**config.mk**
```make
export PLATFORM = sky130hd
export DESIGN_NAME = rgb_led_command_pwm_fader_unit_flat
export DESIGN_NICKNAME = d
export VERILOG_FILES = /design/src/rtl/rgbf_pkg.sv /design/src/rtl/rgbf_if.sv /design/src/rtl/rgb_led_command_pwm_fader_unit.sv /design/src/flat_wrapper.sv
export SDC_FILE = /design/constraint.sdc
export NUM_CORES = 1
export LEC_CHECK = 0
export BUFFER_PORTS_ARGS = -buffer_cell sky130_fd_sc_hd__buf_4
export CORE_MARGIN = 4
export CORE_UTILIZATION = 28
export DETAILED_ROUTE_END_ITERATION = 8
export HOLD_SLACK_MARGIN = 0.06
export SETUP_SLACK_MARGIN = 0.3
export SLEW_MARGIN = 20
export SYNTH_ARGS = -nofsm -noshare
export SYNTH_HDL_FRONTEND = slang
export SYNTH_SLANG_ARGS = --single-unit
```
**constraint.sdc**
```tcl
create_clock -name clk -period 4.8 [get_ports clk]
set_input_delay 0.48 -clock clk [delete_from_list [all_inputs] [get_ports clk]]
set_output_delay 0.48 -clock clk [all_outputs]
set_load 0.1 [all_outputs]
```
**src/rtl/rgbf_pkg.sv**
```systemverilog
// rgbf_pkg: shared constants, status codes and helper functions for the
// rgb led command pwm fader; used by the interfaces and the top level
`default_nettype none

package rgbf_pkg;

    localparam int LED_COUNT = 3;
    // number of drive outputs that map onto existing leds
    localparam int DRIVE_N   = (LED_COUNT < 3) ? LED_COUNT : 3;

    localparam int STATUS_W  = 3;
    localparam int LEVEL_W   = 7;
    localparam int DELAY_W   = 32;

    localparam logic [LEVEL_W-1:0] PWM_LAST    = 7'd99;
    localparam logic [LEVEL_W-1:0] FULL_POWER  = 7'd100;
    localparam logic [DELAY_W-1:0] DELAY_RESET = 32'd100000;

    localparam logic [7:0] CH_R    = 8'h52;
    localparam logic [7:0] CH_G    = 8'h47;
    localparam logic [7:0] CH_B    = 8'h42;
    localparam logic [7:0] CH_A    = 8'h41;
    localparam logic [7:0] CH_E    = 8'h45;
    localparam logic [7:0] CH_N    = 8'h4E;
    localparam logic [7:0] CH_F    = 8'h46;
    localparam logic [7:0] CH_ZERO = 8'h30;
    localparam logic [7:0] CH_ONE  = 8'h31;
    localparam logic [7:0] CH_NINE = 8'h39;

    typedef enum logic [STATUS_W-1:0] {
        ST_TICK      = 3'd0,
        ST_POWER     = 3'd1,
        ST_EFF_ON    = 3'd2,
        ST_EFF_OFF   = 3'd3,
        ST_DELAY     = 3'd4,
        ST_BAD_LED   = 3'd5,
        ST_BAD_BYTE  = 3'd6,
        ST_BAD_DELAY = 3'd7
    } status_t;

    typedef struct packed {
        logic       cmd;
        logic [7:0] led_letter;
        logic [7:0] byte_one;
        logic [7:0] byte_two;
        logic [7:0] byte_three;
    } cmd_item_t;

    function automatic logic is_digit(input logic [7:0] c);
        return (c >= CH_ZERO) && (c <= CH_NINE);
    endfunction

    // ten to the power e, e in 0..9
    function automatic logic [DELAY_W-1:0] pow10(input logic [3:0] e);
        logic [DELAY_W-1:0] v;
        case (e)
            4'd0:    v = 32'd1;
            4'd1:    v = 32'd10;
            4'd2:    v = 32'd100;
            4'd3:    v = 32'd1000;
            4'd4:    v = 32'd10000;
            4'd5:    v = 32'd100000;
            4'd6:    v = 32'd1000000;
            4'd7:    v = 32'd10000000;
            4'd8:    v = 32'd100000000;
            4'd9:    v = 32'd1000000000;
            default: v = '0;
        endcase
        return v;
    endfunction

endpackage

`default_nettype wire

```
**src/rtl/rgbf_if.sv**
```systemverilog
// rgbf_if: valid/ready channel interfaces for command items and results
// depends on rgbf_pkg for field widths
`default_nettype none

interface rgbf_cmd_if;
    logic       valid;
    logic       ready;
    logic       cmd;
    logic [7:0] led_letter;
    logic [7:0] byte_one;
    logic [7:0] byte_two;
    logic [7:0] byte_three;

    modport source (output valid, cmd, led_letter, byte_one, byte_two, byte_three,
                    input ready);
    modport sink   (input valid, cmd, led_letter, byte_one, byte_two, byte_three,
                    output ready);
endinterface

interface rgbf_res_if;
    logic                            valid;
    logic                            ready;
    logic [rgbf_pkg::STATUS_W-1:0]   status;
    logic                            red_on;
    logic                            green_on;
    logic                            blue_on;
    logic [rgbf_pkg::LEVEL_W-1:0]    fade_now;

    modport source (output valid, status, red_on, green_on, blue_on, fade_now,
                    input ready);
    modport sink   (input valid, status, red_on, green_on, blue_on, fade_now,
                    output ready);
endinterface

`default_nettype wire

```
**src/rtl/rgb_led_command_pwm_fader_unit.sv**
```systemverilog
// rgb_led_command_pwm_fader_unit: command decoder, pwm compare and fade sweep
// depends on rgbf_pkg and the channel interfaces in rgbf_if.sv
// path: a command is held in the input register, then its result in the result register
// throughput: one item per cycle while the result is taken, set by the single
// decode-and-update pass between the input register and the result register
// reset: powers, effects, counters and fade cleared, step delay 100000 ticks
`default_nettype none

module rgb_led_command_pwm_fader_unit (
    input  wire logic  clk,
    input  wire logic  rst_n,
    rgbf_cmd_if.sink   command,
    rgbf_res_if.source result
);
    import rgbf_pkg::*;

    // input stage
    logic      in_valid_reg;
    cmd_item_t in_item_reg;
    logic      advance;

    // block state
    logic [LEVEL_W-1:0] power_reg  [LED_COUNT];
    logic [LEVEL_W-1:0] power_next [LED_COUNT];
    logic [LED_COUNT-1:0] effect_reg, effect_next;
    logic [DELAY_W-1:0] step_delay_reg, step_delay_next;
    logic [DELAY_W-1:0] delay_cnt_reg, delay_cnt_next;
    logic [LEVEL_W-1:0] fade_reg, fade_next;
    logic               falling_reg, falling_next;
    logic [LEVEL_W-1:0] pwm_reg, pwm_next;

    // result stage
    logic               res_valid_reg;
    status_t            status_reg, status_next;
    logic [2:0]         drive_reg, drive_next;
    logic [LEVEL_W-1:0] fade_out_reg;

    // decode helpers
    logic [DELAY_W-1:0]   cnt_inc;
    logic                 sel_all;
    logic [1:0]           sel_idx;
    logic                 letter_ok;
    logic [LED_COUNT-1:0] sel_mask;
    logic [DELAY_W+1:0]   delay_prod;
    logic signed [12:0]   tens_val;
    logic signed [12:0]   units_val;
    logic signed [12:0]   power_sum;
    logic [LEVEL_W-1:0]   power_val;

    assign advance       = in_valid_reg && (!res_valid_reg || result.ready);
    assign command.ready = !in_valid_reg || advance;

    always_ff @(posedge clk or negedge rst_n)
    begin
        if (!rst_n)
        begin
            in_valid_reg <= 1'b0;
        end
        else if (command.ready)
        begin
            in_valid_reg <= command.valid;
        end
    end

    always_ff @(posedge clk)
    begin
        if (command.valid && command.ready)
        begin
            in_item_reg.cmd        <= command.cmd;
            in_item_reg.led_letter <= command.led_letter;
            in_item_reg.byte_one   <= command.byte_one;
            in_item_reg.byte_two   <= command.byte_two;
            in_item_reg.byte_three <= command.byte_three;
        end
    end

    // letter decode
    always_comb
    begin
        sel_all   = 1'b0;
        sel_idx   = 2'd0;
        letter_ok = 1'b1;
        unique case (in_item_reg.led_letter)
            CH_R:    sel_idx = 2'd0;
            CH_G:    sel_idx = 2'd1;
            CH_B:    sel_idx = 2'd2;
            CH_A:    sel_all = 1'b1;
            default: letter_ok = 1'b0;
        endcase
        if (!sel_all && (int'(sel_idx) >= LED_COUNT))
        begin
            letter_ok = 1'b0;
        end
        for (int k = 0; k < LED_COUNT; k++)
        begin
            sel_mask[k] = sel_all || (int'(sel_idx) == k);
        end
    end

    // delay value and power value
    always_comb
    begin
        delay_prod = (DELAY_W+2)'(in_item_reg.byte_two[3:0])
                   * (DELAY_W+2)'(pow10(in_item_reg.byte_three[3:0]));
        tens_val   = $signed({5'b0, in_item_reg.byte_two}) - 13'sd48;
        units_val  = $signed({5'b0, in_item_reg.byte_three}) - 13'sd48;
        power_sum  = ((in_item_reg.byte_one == CH_ONE) ? 13'sd100 : 13'sd0)
                   + 13'(tens_val * 13'sd10) + units_val;
        if ((power_sum < 13'sd0) || (power_sum > 13'sd100))
        begin
            power_val = FULL_POWER;
        end
        else
        begin
            power_val = power_sum[LEVEL_W-1:0];
        end
    end

    // single pass update
    always_comb
    begin
        power_next      = power_reg;
        effect_next     = effect_reg;
        step_delay_next = step_delay_reg;
        delay_cnt_next  = delay_cnt_reg;
        fade_next       = fade_reg;
        falling_next    = falling_reg;
        pwm_next        = pwm_reg;
        drive_next      = 3'b000;
        status_next     = ST_TICK;
        cnt_inc         = (delay_cnt_reg != '1) ? delay_cnt_reg + 1'b1 : delay_cnt_reg;

        if (in_item_reg.cmd)
        begin
            for (int k = 0; k < DRIVE_N; k++)
            begin
                drive_next[k] = pwm_reg < power_reg[k];
            end
            pwm_next       = (pwm_reg == PWM_LAST) ? '0 : pwm_reg + 1'b1;
            delay_cnt_next = cnt_inc;
            if (cnt_inc >= step_delay_reg)
            begin
                delay_cnt_next = '0;
                // sweep holds each end for one extra step
                if (!falling_reg)
                begin
                    if (fade_reg < FULL_POWER)
                        fade_next = fade_reg + 1'b1;
                    else
                        falling_next = 1'b1;
                end
                else
                begin
                    if (fade_reg != '0)
                        fade_next = fade_reg - 1'b1;
                    else
                        falling_next = 1'b0;
                end
                for (int k = 0; k < LED_COUNT; k++)
                begin
                    if (effect_reg[k])
                        power_next[k] = fade_next;
                end
            end
        end
        else if (!letter_ok)
        begin
            status_next = ST_BAD_LED;
        end
        else if (in_item_reg.byte_one == CH_E)
        begin
            if (in_item_reg.byte_two == CH_N)
            begin
                effect_next = effect_reg | sel_mask;
                status_next = ST_EFF_ON;
            end
            else if (in_item_reg.byte_two == CH_F)
            begin
                effect_next = effect_reg & ~sel_mask;
                status_next = ST_EFF_OFF;
            end
            else if (!is_digit(in_item_reg.byte_two) || !is_digit(in_item_reg.byte_three))
            begin
                status_next = ST_BAD_DELAY;
            end
            else
            begin
                step_delay_next = (delay_prod[DELAY_W+1:DELAY_W] != 2'b00)
                                ? '1 : delay_prod[DELAY_W-1:0];
                status_next     = ST_DELAY;
            end
        end
        else if ((in_item_reg.byte_one == CH_ZERO) || (in_item_reg.byte_one == CH_ONE))
        begin
            for (int k = 0; k < LED_COUNT; k++)
            begin
                if (sel_mask[k])
                    power_next[k] = power_val;
            end
            status_next = ST_POWER;
        end
        else
        begin
            status_next = ST_BAD_BYTE;
        end
    end

    always_ff @(posedge clk or negedge rst_n)
    begin
        if (!rst_n)
        begin
            for (int k = 0; k < LED_COUNT; k++)
            begin
                power_reg[k] <= '0;
            end
            effect_reg     <= '0;
            step_delay_reg <= DELAY_RESET;
            delay_cnt_reg  <= '0;
            fade_reg       <= '0;
            falling_reg    <= 1'b0;
            pwm_reg        <= '0;
        end
        else if (advance)
        begin
            power_reg      <= power_next;
            effect_reg     <= effect_next;
            step_delay_reg <= step_delay_next;
            delay_cnt_reg  <= delay_cnt_next;
            fade_reg       <= fade_next;
            falling_reg    <= falling_next;
            pwm_reg        <= pwm_next;
        end
    end

    always_ff @(posedge clk or negedge rst_n)
    begin
        if (!rst_n)
        begin
            res_valid_reg <= 1'b0;
        end
        else if (advance)
        begin
            res_valid_reg <= 1'b1;
        end
        else if (result.ready)
        begin
            res_valid_reg <= 1'b0;
        end
    end

    always_ff @(posedge clk)
    begin
        if (advance)
        begin
            status_reg   <= status_next;
            drive_reg    <= drive_next;
            fade_out_reg <= fade_next;
        end
    end

    assign result.valid    = res_valid_reg;
    assign result.status   = status_reg;
    assign result.red_on   = drive_reg[0];
    assign result.green_on = drive_reg[1];
    assign result.blue_on  = drive_reg[2];
    assign result.fade_now = fade_out_reg;

endmodule

`default_nettype wire
```
**src/flat_wrapper.sv**
```systemverilog
// flat-port wrapper written by rule: the top's interface ports become plain ports
module rgb_led_command_pwm_fader_unit_flat import rgbf_pkg::*;
  (clk, rst_n, command_valid, command_cmd, command_led_letter, command_byte_one, command_byte_two, command_byte_three, command_ready, result_valid, result_status, result_red_on, result_green_on, result_blue_on, result_fade_now, result_ready);
  rgbf_cmd_if command_i ();
  rgbf_res_if result_i ();
  input  wire logic clk;
  input  wire logic rst_n;
  input wire logic [$bits(command_i.valid)-1:0] command_valid;
  input wire logic [$bits(command_i.cmd)-1:0] command_cmd;
  input wire logic [$bits(command_i.led_letter)-1:0] command_led_letter;
  input wire logic [$bits(command_i.byte_one)-1:0] command_byte_one;
  input wire logic [$bits(command_i.byte_two)-1:0] command_byte_two;
  input wire logic [$bits(command_i.byte_three)-1:0] command_byte_three;
  output wire logic [$bits(command_i.ready)-1:0] command_ready;
  output wire logic [$bits(result_i.valid)-1:0] result_valid;
  output wire logic [$bits(result_i.status)-1:0] result_status;
  output wire logic [$bits(result_i.red_on)-1:0] result_red_on;
  output wire logic [$bits(result_i.green_on)-1:0] result_green_on;
  output wire logic [$bits(result_i.blue_on)-1:0] result_blue_on;
  output wire logic [$bits(result_i.fade_now)-1:0] result_fade_now;
  input wire logic [$bits(result_i.ready)-1:0] result_ready;
  assign command_i.valid = command_valid;
  assign command_i.cmd = command_cmd;
  assign command_i.led_letter = command_led_letter;
  assign command_i.byte_one = command_byte_one;
  assign command_i.byte_two = command_byte_two;
  assign command_i.byte_three = command_byte_three;
  assign command_ready = command_i.ready;
  assign result_valid = result_i.valid;
  assign result_status = result_i.status;
  assign result_red_on = result_i.red_on;
  assign result_green_on = result_i.green_on;
  assign result_blue_on = result_i.blue_on;
  assign result_fade_now = result_i.fade_now;
  assign result_i.ready = result_ready;
  rgb_led_command_pwm_fader_unit u_core (.clk(clk), .rst_n(rst_n), .command(command_i), .result(result_i));
endmodule
```
==> results.md, run 1 <==
* Clock power frac at around a quarter
* Worst hold margin at 0.08489 ns
* Final Cycle Share at 93.45%
* Initial antenna violation count at 0
* Clock sink total at between 150 and 200
* Deepest clock path buffer count at 2
* DRC at 0
* All-Layer GR Usage at between 10% and 20%
* Synth top area share at 17.91%
* Most frequent cell after synthesis: nand2_1
* Kind of critical path: flip-flop to flip-flop
* Final Hold Fails at 0
* Die width at roughly 230 um
* Min-delay worst type: input port to async pin
* Starting Density at between 20% and 30%
* Core ar. at 0.04885 mm^2
* Area of the multi-input gates at 0.009111 mm^2
* Iter 0 DRT Violations at 494
* Worst skew pair latency at ~0.47 ns
* Outcome: completed
* Final Setup Violations at 0
* DP Cell Count at 2,173
* Root Buffer: clkbuf_16
* Main flop type after synthesis: dfrtp_1
* Highest clock rate at 0.2229 GHz
* Routed Antenna Nets at 0
* Row cnt at 81
* Share of cells above drive strength 1 at 22.29%
* Unrepaired setup endpoints after global routing: yes
* CTS tree: built
* Worst EP required at 5.14 ns
* Port Buffers at 51
* Seq/Total Area, Yosys at approximately a third
* Max VDD drop at a little under 0.0003 V
* Post-synth ARST share at 60.34%
* Net load switching power at about 2.1 mW
* Fillers at 4,967
* Vias per Instance at 4.775
* Post-synth top cells: nand2_1 (158), inv_1 (142), ha_1 (133), dfrtp_1 (99), nor2_1 (96)
* WL final at approximately 34,000 um
* R2r endpoint: u_core.step_delay_reg[31]
* Post-synth EDFFs at 46
* Final GP Congestion at 0.8295
* Data arrival, critical path at 4.83 ns
* Setup TNS Final at 0 ns
* CTS H-Tree Depth at 4
* End of the critical path: u_core.step_delay_reg[31]
* GR Overflow Total at 0
* DRT Pass-1 Iters at 5
* Synth cell types at 84
* ANT cells at 0
* Pin count of the biggest net entering global routing at 61
* Mapped Area at 0.01383 mm^2
* Clock transition at the registers of the reported paths at roughly 0.080 ns
* First-pass GRT wire length at 53,770 um
* Tmin final at roughly 4.5 ns
* Gate power share at 40.1%
* Cell leakage power at 7.456 nW
* Synthesized instance count at 1,453
* Syn Nets at 1,685
* Ys Warns at 0
* Die area at 0.05301 mm^2
* # IOs at 52
* Final Slew Violations at 0
* Max-Cap Viols at 0
* CP Capture Type: flip-flop
* Leading post-synthesis cells by cell area: dfrtp_1 (18%), ha_1 (12%), edfxtp_1 (10%), fa_1 (9.0%), nand2_1 (4.3%)
* CTS Buf Count at 17
* Reg2Reg Setup Slack at 0.31 ns
* Post-synth top area cell: dfrtp_1
* Largest fanout on the critical path at 8
* Rel. slew slack at 41.33%
* Switching Fraction at 39.81%
* Synthesis-to-layout area growth at 20.69%
* Post-DP HPWL at 24,780 um
* Via count at between 10,000 and 15,000
* Flops & latches, synth at 174
* Critical Path Start: u_core.in_item_reg[11]
* Sequential power share at 33.6%
* Power density over cell area at 319.9 mW/mm^2
* Final net count at approximately 1,800
* Register area at 0.004477 mm^2
* Tot Pwr at 5.339 mW
* Syn avg cell area at 9.518 um^2
* Vias in the first global route at about 11,000
* Worst Tran Pin Value at 0.8801 ns
* Die height at between 200 and 250 um
* P_int at 3.214 mW
* Drt wl/cell at 15.13 um
* Crit start category: flip-flop
* Non-filler cells, final at 2,239
* Clock Skew at 0.02295 ns
* Reg-to-reg critical path startpoint: u_core.in_item_reg[11]
* FF-to-FF path depth at 17
[power groups by stage]
stage	Clock (mW)	Combinational [mW]	Sequential (mW)
global route	1.49	2.35	1.81
detailed placement	0	1.87	1.82
floorplan	0	1.21	1.96
global placement	0	1.86	1.82
finish	1.41	2.14	1.80
CTS	1.43	1.92	1.79
[cell usage in the layout (no fill, tap or decap), types with 7 or more instances in the layout]
master       n
ha_2         8
inv_1      137
dfrtp_1     99
ha_4        14
and2_1      47
nor3_1      27
nand4_1     25
o21a_1       7
nor2b_1     15
o21bai_1     7
mux2_2      29
a21oi_4     12
a21oi_1     53
clkbuf_16   20
and4_1       7
a21o_1      38
buf_4      124
a21oi_2     25
xnor2_1     55
nor2_1      89
xor2_1      24
edfxtp_1    46
ha_1       111
fa_1        58
o21ai_0     57
nand2_1    154
nand3_1     26
a22o_1      13
dfxtp_1     23
nand2b_1    18
and4_4       7
and3_1      15
[worst min-delay path by stage]
stage | from | end | slack [ns]
2_1_floorplan | rst_n | async pin | 0.18
3_3_place_gp | flip-flop | flip-flop | 0.48
3_5_place_dp | flip-flop | flip-flop | 0.48
4_1_cts | rst_n | u_core.power_reg[2] | 0.12
5_1_grt | rst_n | u_core.power_reg[2] | 0.16
6_report | rst_n | u_core.falling_reg | 0.08
[critical path, cell delays in order (launching register included)]
cell       delay, ns
edfxtp_1        0.50
buf_12          0.16
buf_4           0.15
nand2_1         0.08
fa_1            0.42
inv_1           0.09
fa_1            0.46
ha_4            0.30
a211oi_4        0.28
nor2b_2         0.09
or4_4           0.44
a32oi_2         0.24
o41ai_2         0.14
o21ai_2         0.19
xor2_1          0.20
and4_4          0.36
clkbuf_16       0.20
a21oi_2         0.06
[stage by stage]
step	worst slack, ns	utilization (%)	instance area [um^2]
2_1_floorplan	0.3151	-	13830
3_5_place_dp	0.08228	31.23	15250
3_3_place_gp	0.1702	31.23	15250
4_1_cts	0.2962	32.61	15930
5_1_grt	0.09576	34.17	16690
6_report	0.3145	34.17	16690
[what timing repair did]
item	in CTS	in global routing
cloned	1	3
pin swaps	5	48
buffers inserted	2	28
hold buffers	0	0
setup endpoints to repair	62	91
resized for setup	13	102
[kinds of logic (layout without fill, tap and decap cells)]
family | count (synthesis) | in the layout | share of synthesized area (%)
multiplexers | 35 | 35 | 2.814
flip-flops | 174 | 174 | 32.37
buffers and inverters | 189 | 311 | 5.446
adder cells (fa/ha/maj) | 195 | 195 | 21.01
XOR/XNOR | 85 | 85 | 5.383
AND/OR/NAND/NOR | 478 | 478 | 17.16
AO/OA/AOI/OAI | 297 | 297 | 15.81
[metal layers]
metal / part of all wire (%) / GRT usage [%] / vias to the layer above
met3: 2.5 / 1.982 / 41
met2: 49 / 20.55 / 152
met4: 1.8 / 3.138 / 0
met5: 0 / 0 / -
met1: 47 / 16.37 / 5250
li1: - / - / 5249
[final cells by class]
| class | count | area share [%] |
|---|---|---|
| Multi-Input combinational cell | 1090 | 54.59 |
| Sequential cell | 174 | 26.82 |
| Timing Repair Buffer | 137 | 6.957 |
| Tap cell | 664 | 4.978 |
| Inverter | 142 | 3.216 |
| Clock buffer | 18 | 2.571 |
| Clock inverter | 14 | 0.8696 |
Note: power is estimated with default switching activity, not from simulation.
==> inputs of run 2 (changes only) <==
==> constraint.sdc (replaced) <==
create_clock -name clk -period 5.4 [get_ports clk]
set_input_delay 0.54 -clock clk [delete_from_list [all_inputs] [get_ports clk]]
set_output_delay 0.54 -clock clk [all_outputs]
set_load 0.1 [all_outputs]
==> run 2 against run 1 <==
Effect of this change:
- sequential power shrank 11%
- flip-flop and latch count is the same
- clock power shrank 13%
- largest power group is now registers
- register-to-register slack gained 0.11 ns
- global-route usage shrank 0.45 points
- routed wire length shrank 7.7%
- via count shrank 3.8%
- clock skew shrank 0.0037 ns
- count of clock-buffer cells in the layout is the same
- fmax shrank 9.8%
==> results.md, run 2 (synthesis results as in run 1) <==
* Outcome: completed
* Worst Tran Pin Value at 1.079 ns
* Worst skew pair latency at approximately 0.44 ns
* Die height at 230.2 um
* Row cnt at 81
* Final GP Congestion at ~0.83
* Data arrival, critical path at about 5.3 ns
* Min-delay worst type: input port to async pin
* Vias per Instance at 4.733
* Vias in the first global route at 10,406
* Clock transition at the registers of the reported paths at around 0.080 ns
* Die area at 0.05301 mm^2
* First-pass GRT wire length at 52,360 um
* # IOs at 52
* Setup TNS Final at 0 ns
* Highest clock rate at 0.2010 GHz
* GR Overflow Total at 0
* Share of cells above drive strength 1 at 13.64%
* Iter 0 DRT Violations at 451
* CTS H-Tree Depth at 4
* Drt wl/cell at 14.39 um
* Final Setup Violations at 0
* Final net count at between 1,500 and 2,000
* WL final at roughly 31,000 um
* Routed Antenna Nets at 0
* ANT cells at 0
* Worst EP required at 5.73 ns
* Met2 usage at 19.42%
* CTS Buf Count at 17
* Pin count of the biggest net entering global routing at 74
* Core ar. at 0.04885 mm^2
* CTS tree: built
* Commonest non-fill, non-tap cells in the layout: nand2_1 (158), inv_1 (142), ha_1 (133), dfrtp_1 (99), nor2_1 (95)
* Via count at approximately 10,000
* DRT Pass-1 Iters at 5
* Synthesis-to-layout area growth at 12.79%
* Met1 usage at between 10% and 20%
* Area post-placement at roughly 0.015 mm^2
* Starting Density at 28.31%
* All-Layer GR Usage at 11.75%
* Largest fanout on the critical path at 8
* Unrepaired setup endpoints after global routing: yes
* CP Capture Type: flip-flop
* Rel. slew slack at 27.90%
* Die width at 230.2 um
* Clock Skew at 0.01928 ns
* DRC at 0
* Tmin final at 4.975 ns
* Root Buffer: clkbuf_16
* Post-DP HPWL at 23,930 um
* Most Used Layer, Global Route: met2
* Deepest clock path buffer count at 2
* Commonest non-fill, non-tap cell in the layout: nand2_1
* Power density over cell area at around 280 mW/mm^2
* Met3 GRT Util at 1.635%
* Port Buffers at 51
* Cell leakage power at 7.052 nW
* Clock sink total at about 170
* Kind of critical path: flip-flop to flip-flop
* Initial antenna violation count at 0
* Fillers at roughly 5,100
* Final Cycle Share at 92.13%
* Final Hold Fails at 0
* Crit start category: flip-flop
* Final Slew Violations at 0
* Design Area, Final at 0.01560 mm^2
* Max VDD drop at 0.0002519 V
* # hold bufs at CTS at 0
* Max-Cap Viols at 0
-- run 2: final timing paths --
kind	start	end	slack [ns]	cells after the start
max reg2reg	u_core.delay_cnt_reg[15]	u_core.power_reg[18]	0.42	16
min in group clk	command_byte_one[7]	u_core.in_item_reg[23]	0.27	1
min reg2reg	flip-flop	flip-flop	0.49	2
min	rst_n	u_core.pwm_reg[6]	0.23	1
max	u_core.delay_cnt_reg[15]	u_core.power_reg[18]	0.42	16
max in group asynchronous	rst_n	u_core.step_delay_reg[7]	4.08	2
-- run 2: area by class of cell --
type                    instances  area [um^2]  area share (%)
multi-input cells            1090         8620           55.26
flip-flops and latches        174         4477           28.70
well taps                     664        830.8           5.326
repair buffers                 72        565.5           3.626
inverters                     142        533.0           3.417
clock buffers                  18        429.2           2.751
clock inverters                14        143.9          0.9224
-- run 2: per-layer routing --
metal / wire length (um) / vias to the layer above
met3: 940 / 20
met2: 14990 / 152
met4: 239 / 0
met1: 15100 / 5012
li1: - / 5106
met5: 0 / -
-- run 2: report_power, final --
group,internal (mW),total [mW],switching (mW)
sequential,1.46,1.61,0.145
combinational,0.608,1.60,0.991
clock,0.616,1.23,0.613
total,2.69,4.44,1.75
-- run 2: metrics by stage --
stage | power, mW | instances | utilization, % | setup slack [ns] | hold slack, ns
floorplan | 2.816 | 1453 | - | 0.9151 | 0.2444
global placement | 3.194 | 2138 | 30.64 | 0.4549 | 0.4772
detailed placement | 3.225 | 2138 | 30.64 | 0.4087 | 0.4826
CTS | 4.459 | 2170 | 31.81 | 0.3811 | 0.2514
global route | 4.725 | 2174 | 31.93 | 0.1583 | 0.2521
finish | 4.437 | 2174 | 31.93 | 0.4250 | 0.2303
-- run 2: timing repair --
item	4_1_cts	5_1_grt
setup endpoints to repair	0	70
buffers inserted	0	4
resized for setup	0	5
-- run 2: worst max-delay path: stages (launching register included) --
cell and delay [ns]:
dfrtp_1 0.45, and4_1 0.29, nand4_1 0.26, nor4b_2 0.50, a21oi_4 0.18, and3_1 0.25, xnor2_1 0.18, ha_1 0.27
a21o_1 0.16, a21o_1 0.18, a21oi_1 0.21, nand2b_1 0.10, a2111oi_1 0.49, nor3_2 0.16, or2_1 0.34, a31oi_2 0.45
mux2_2 0.39
==> inputs of run 3 (changes only) <==
--- a/config.mk
+++ b/config.mk
@@ -8,6 +8,7 @@
 export BUFFER_PORTS_ARGS = -buffer_cell sky130_fd_sc_hd__buf_4
 export CORE_MARGIN = 4
 export CORE_UTILIZATION = 28
+export CTS_BUF_LIST = sky130_fd_sc_hd__clkbuf_8
 export DETAILED_ROUTE_END_ITERATION = 8
 export HOLD_SLACK_MARGIN = 0.06
 export SETUP_SLACK_MARGIN = 0.3
==> run 3 against run 2 <==
Effect of this change:
- worst setup slack gained 0.037 ns
- highest routed layer unchanged
- cell count is the same
- hold slack lost 0.075 ns
- critical path depth grew 3
- count of clock-buffer cells in the layout shrank 1
- fmax grew 0.74%
- total power shrank 7.1%
- clock skew grew 0.0067 ns
- routed wire length shrank 0.54%
==> results.md, run 3 (synthesis results as in run 1) <==
* Outcome: completed
* Pin count of the biggest net entering global routing at 74
* # hold bufs at CTS at 0
* Clock sink total at 174
* Setup TNS Final at 0 ns
* Clock transition at the registers of the reported paths at 0.11 ns
* Commonest non-fill, non-tap cells in the layout: nand2_1 (158), inv_1 (143), ha_1 (133), dfrtp_1 (99), nor2_1 (95)
* Die height at 230.2 um
* Largest fanout on the critical path at 16
* Worst Tran Pin Value at 1.066 ns
* Reg2Reg Setup Slack at 0.46 ns
* Max-Cap Viols at 0
* Tot Pwr at 4.120 mW
* Met1 usage at 16.38%
* First-pass GRT wire length at 52,150 um
* Pre-CTS setup slack at approximately 0.4 ns
* Cell leakage power at 6.984 nW
* Met3 GRT Util at 1.722%
* Rel. slew slack at approximately 29%
* CP Capture Type: flip-flop
* Iter 0 DRT Violations at 504
* Final net count at roughly 1,700
* WL final at 31,110 um
* Gate power share at 38.8%
* Power density over cell area at 267.5 mW/mm^2
* DRC at 0
* Synthesis-to-layout area growth at 11.39%
* CTS H-Tree Depth at 4
* Design Area, Final at ~0.015 mm^2
* Min-delay worst type: input port to async pin
* Highest clock rate at 0.2025 GHz
* Row cnt at 81
* Final GP Congestion at just over 0.8
* Met2 usage at a little under 20%
* Data arrival, critical path at 5.36 ns
* Clock power frac at 22.1%
* Final Setup Violations at 0
* Drt wl/cell at 14.31 um
* GR Overflow Total at 0
* Initial antenna violation count at 0
* Net load switching power at 1.706 mW
* Via count at 10,292
* CTS tree: built
* Max VDD drop at 0.0001621 V
* Final Cycle Share at 91.45%
* Final setup margin at 0.4617 ns
* Core ar. at between 0.04 and 0.05 mm^2
* Worst hold margin at 0.1550 ns
* Sequential power share at 39.0%
* Deepest clock path buffer count at 2
* Fillers at 5,152
* Vias in the first global route at 10,382
* Final Core Density at 31.54%
* Starting Density at between 20% and 30%
* Final Hold Fails at 0
* Die width at roughly 230 um
* Share of cells above drive strength 1 at 13.64%
* Crit start category: flip-flop
* DP Cell Count at 2,138
* Root Buffer: clkbuf_8
* Area post-placement at roughly 0.015 mm^2
* Non-filler cells, final at 2,174
* Commonest non-fill, non-tap cell in the layout: nand2_1
* Post-DP HPWL at roughly 24,000 um
* DRT Pass-1 Iters at 4
* Routed Antenna Nets at 0
* Switching Fraction at just over 40%
* P_int at 2.414 mW
* All-Layer GR Usage at 11.70%
* Most Used Layer, Global Route: met2
* CTS Buf Count at 17
* Clock Skew at 0.02596 ns
* Die area at 0.05301 mm^2
* Kind of critical path: flip-flop to flip-flop
* ANT cells at 0
* Vias per Instance at 4.734
* Final Slew Violations at 0
* Tmin final at around 5 ns
* Worst EP required at ~5.8 ns
* # IOs at 52
* Unrepaired setup endpoints after global routing: no
* Port Buffers at 51
* Worst skew pair latency at 0.49 ns
==> run 3: cell types whose count changed in the layout (fill, tap and decap cells not counted), sizes merged <==
cell,previous run,this run
clkbuf,18,17
inv,149,150
==> run 3: final timing paths <==
path,from,to,cells after the start
setup / recovery,u_core.delay_cnt_reg[15],u_core.delay_cnt_reg[25],19
hold / removal,rst_n,u_core.pwm_reg[6],1
setup reg to reg,u_core.delay_cnt_reg[15],u_core.delay_cnt_reg[25],19
hold reg to reg,flip-flop,flip-flop,2
max in group asynchronous,rst_n,u_core.step_delay_reg[7],2
min in group clk,command_byte_one[7],u_core.in_item_reg[23],1
==> run 3: layout make-up <==
| cell class | count | area [um^2] | share of cell area, % |
|---|---|---|---|
| multi-input combinational | 1090 | 8630 | 56.02 |
| inverter | 142 | 533.0 | 3.460 |
| clock buffer | 17 | 234.0 | 1.519 |
| tap | 664 | 830.8 | 5.393 |
| sequential | 174 | 4477 | 29.06 |
| timing repair buffer | 72 | 553.0 | 3.590 |
| clock inverter | 15 | 147.6 | 0.9584 |
==> run 3: routing by layer <==
metal	vias up	part of all wire [%]
met5	-	0
met4	0	0.96
met2	144	48
met3	23	3.0
li1	5110	-
met1	5015	48
==> run 3: repair_timing <==
item,4_1_cts,5_1_grt
setup endpoints to repair,0,70
resized for setup,0,7
buffers inserted,0,4
==> run 3: critical path, cell delays in order (launching register included) <==
cell       delay [ns]
dfrtp_1          0.47
and4_1           0.29
nand4_1          0.28
nor2_2           0.26
nand4_1          0.14
nand2_1          0.23
nor2_1           0.12
and4_1           0.25
xor2_1           0.17
ha_1             0.19
a21o_1           0.17
a21o_1           0.18
a21oi_1          0.21
nand2b_1         0.10
a2111oi_1        0.48
nor3_2           0.16
or2_1            0.36
buf_4            0.25
or4_1            0.47
o21ai_1          0.08
==> run 3: power by group through the flow <==
stage / Combinational, mW / Clock (mW) / Sequential, mW
2_1_floorplan: 1.08 / 0 / 1.74
3_3_place_gp: 1.56 / 0 / 1.63
3_5_place_dp: 1.59 / 0 / 1.64
4_1_cts: 1.60 / 0.936 / 1.61
5_1_grt: 1.79 / 0.992 / 1.63
6_report: 1.60 / 0.912 / 1.61
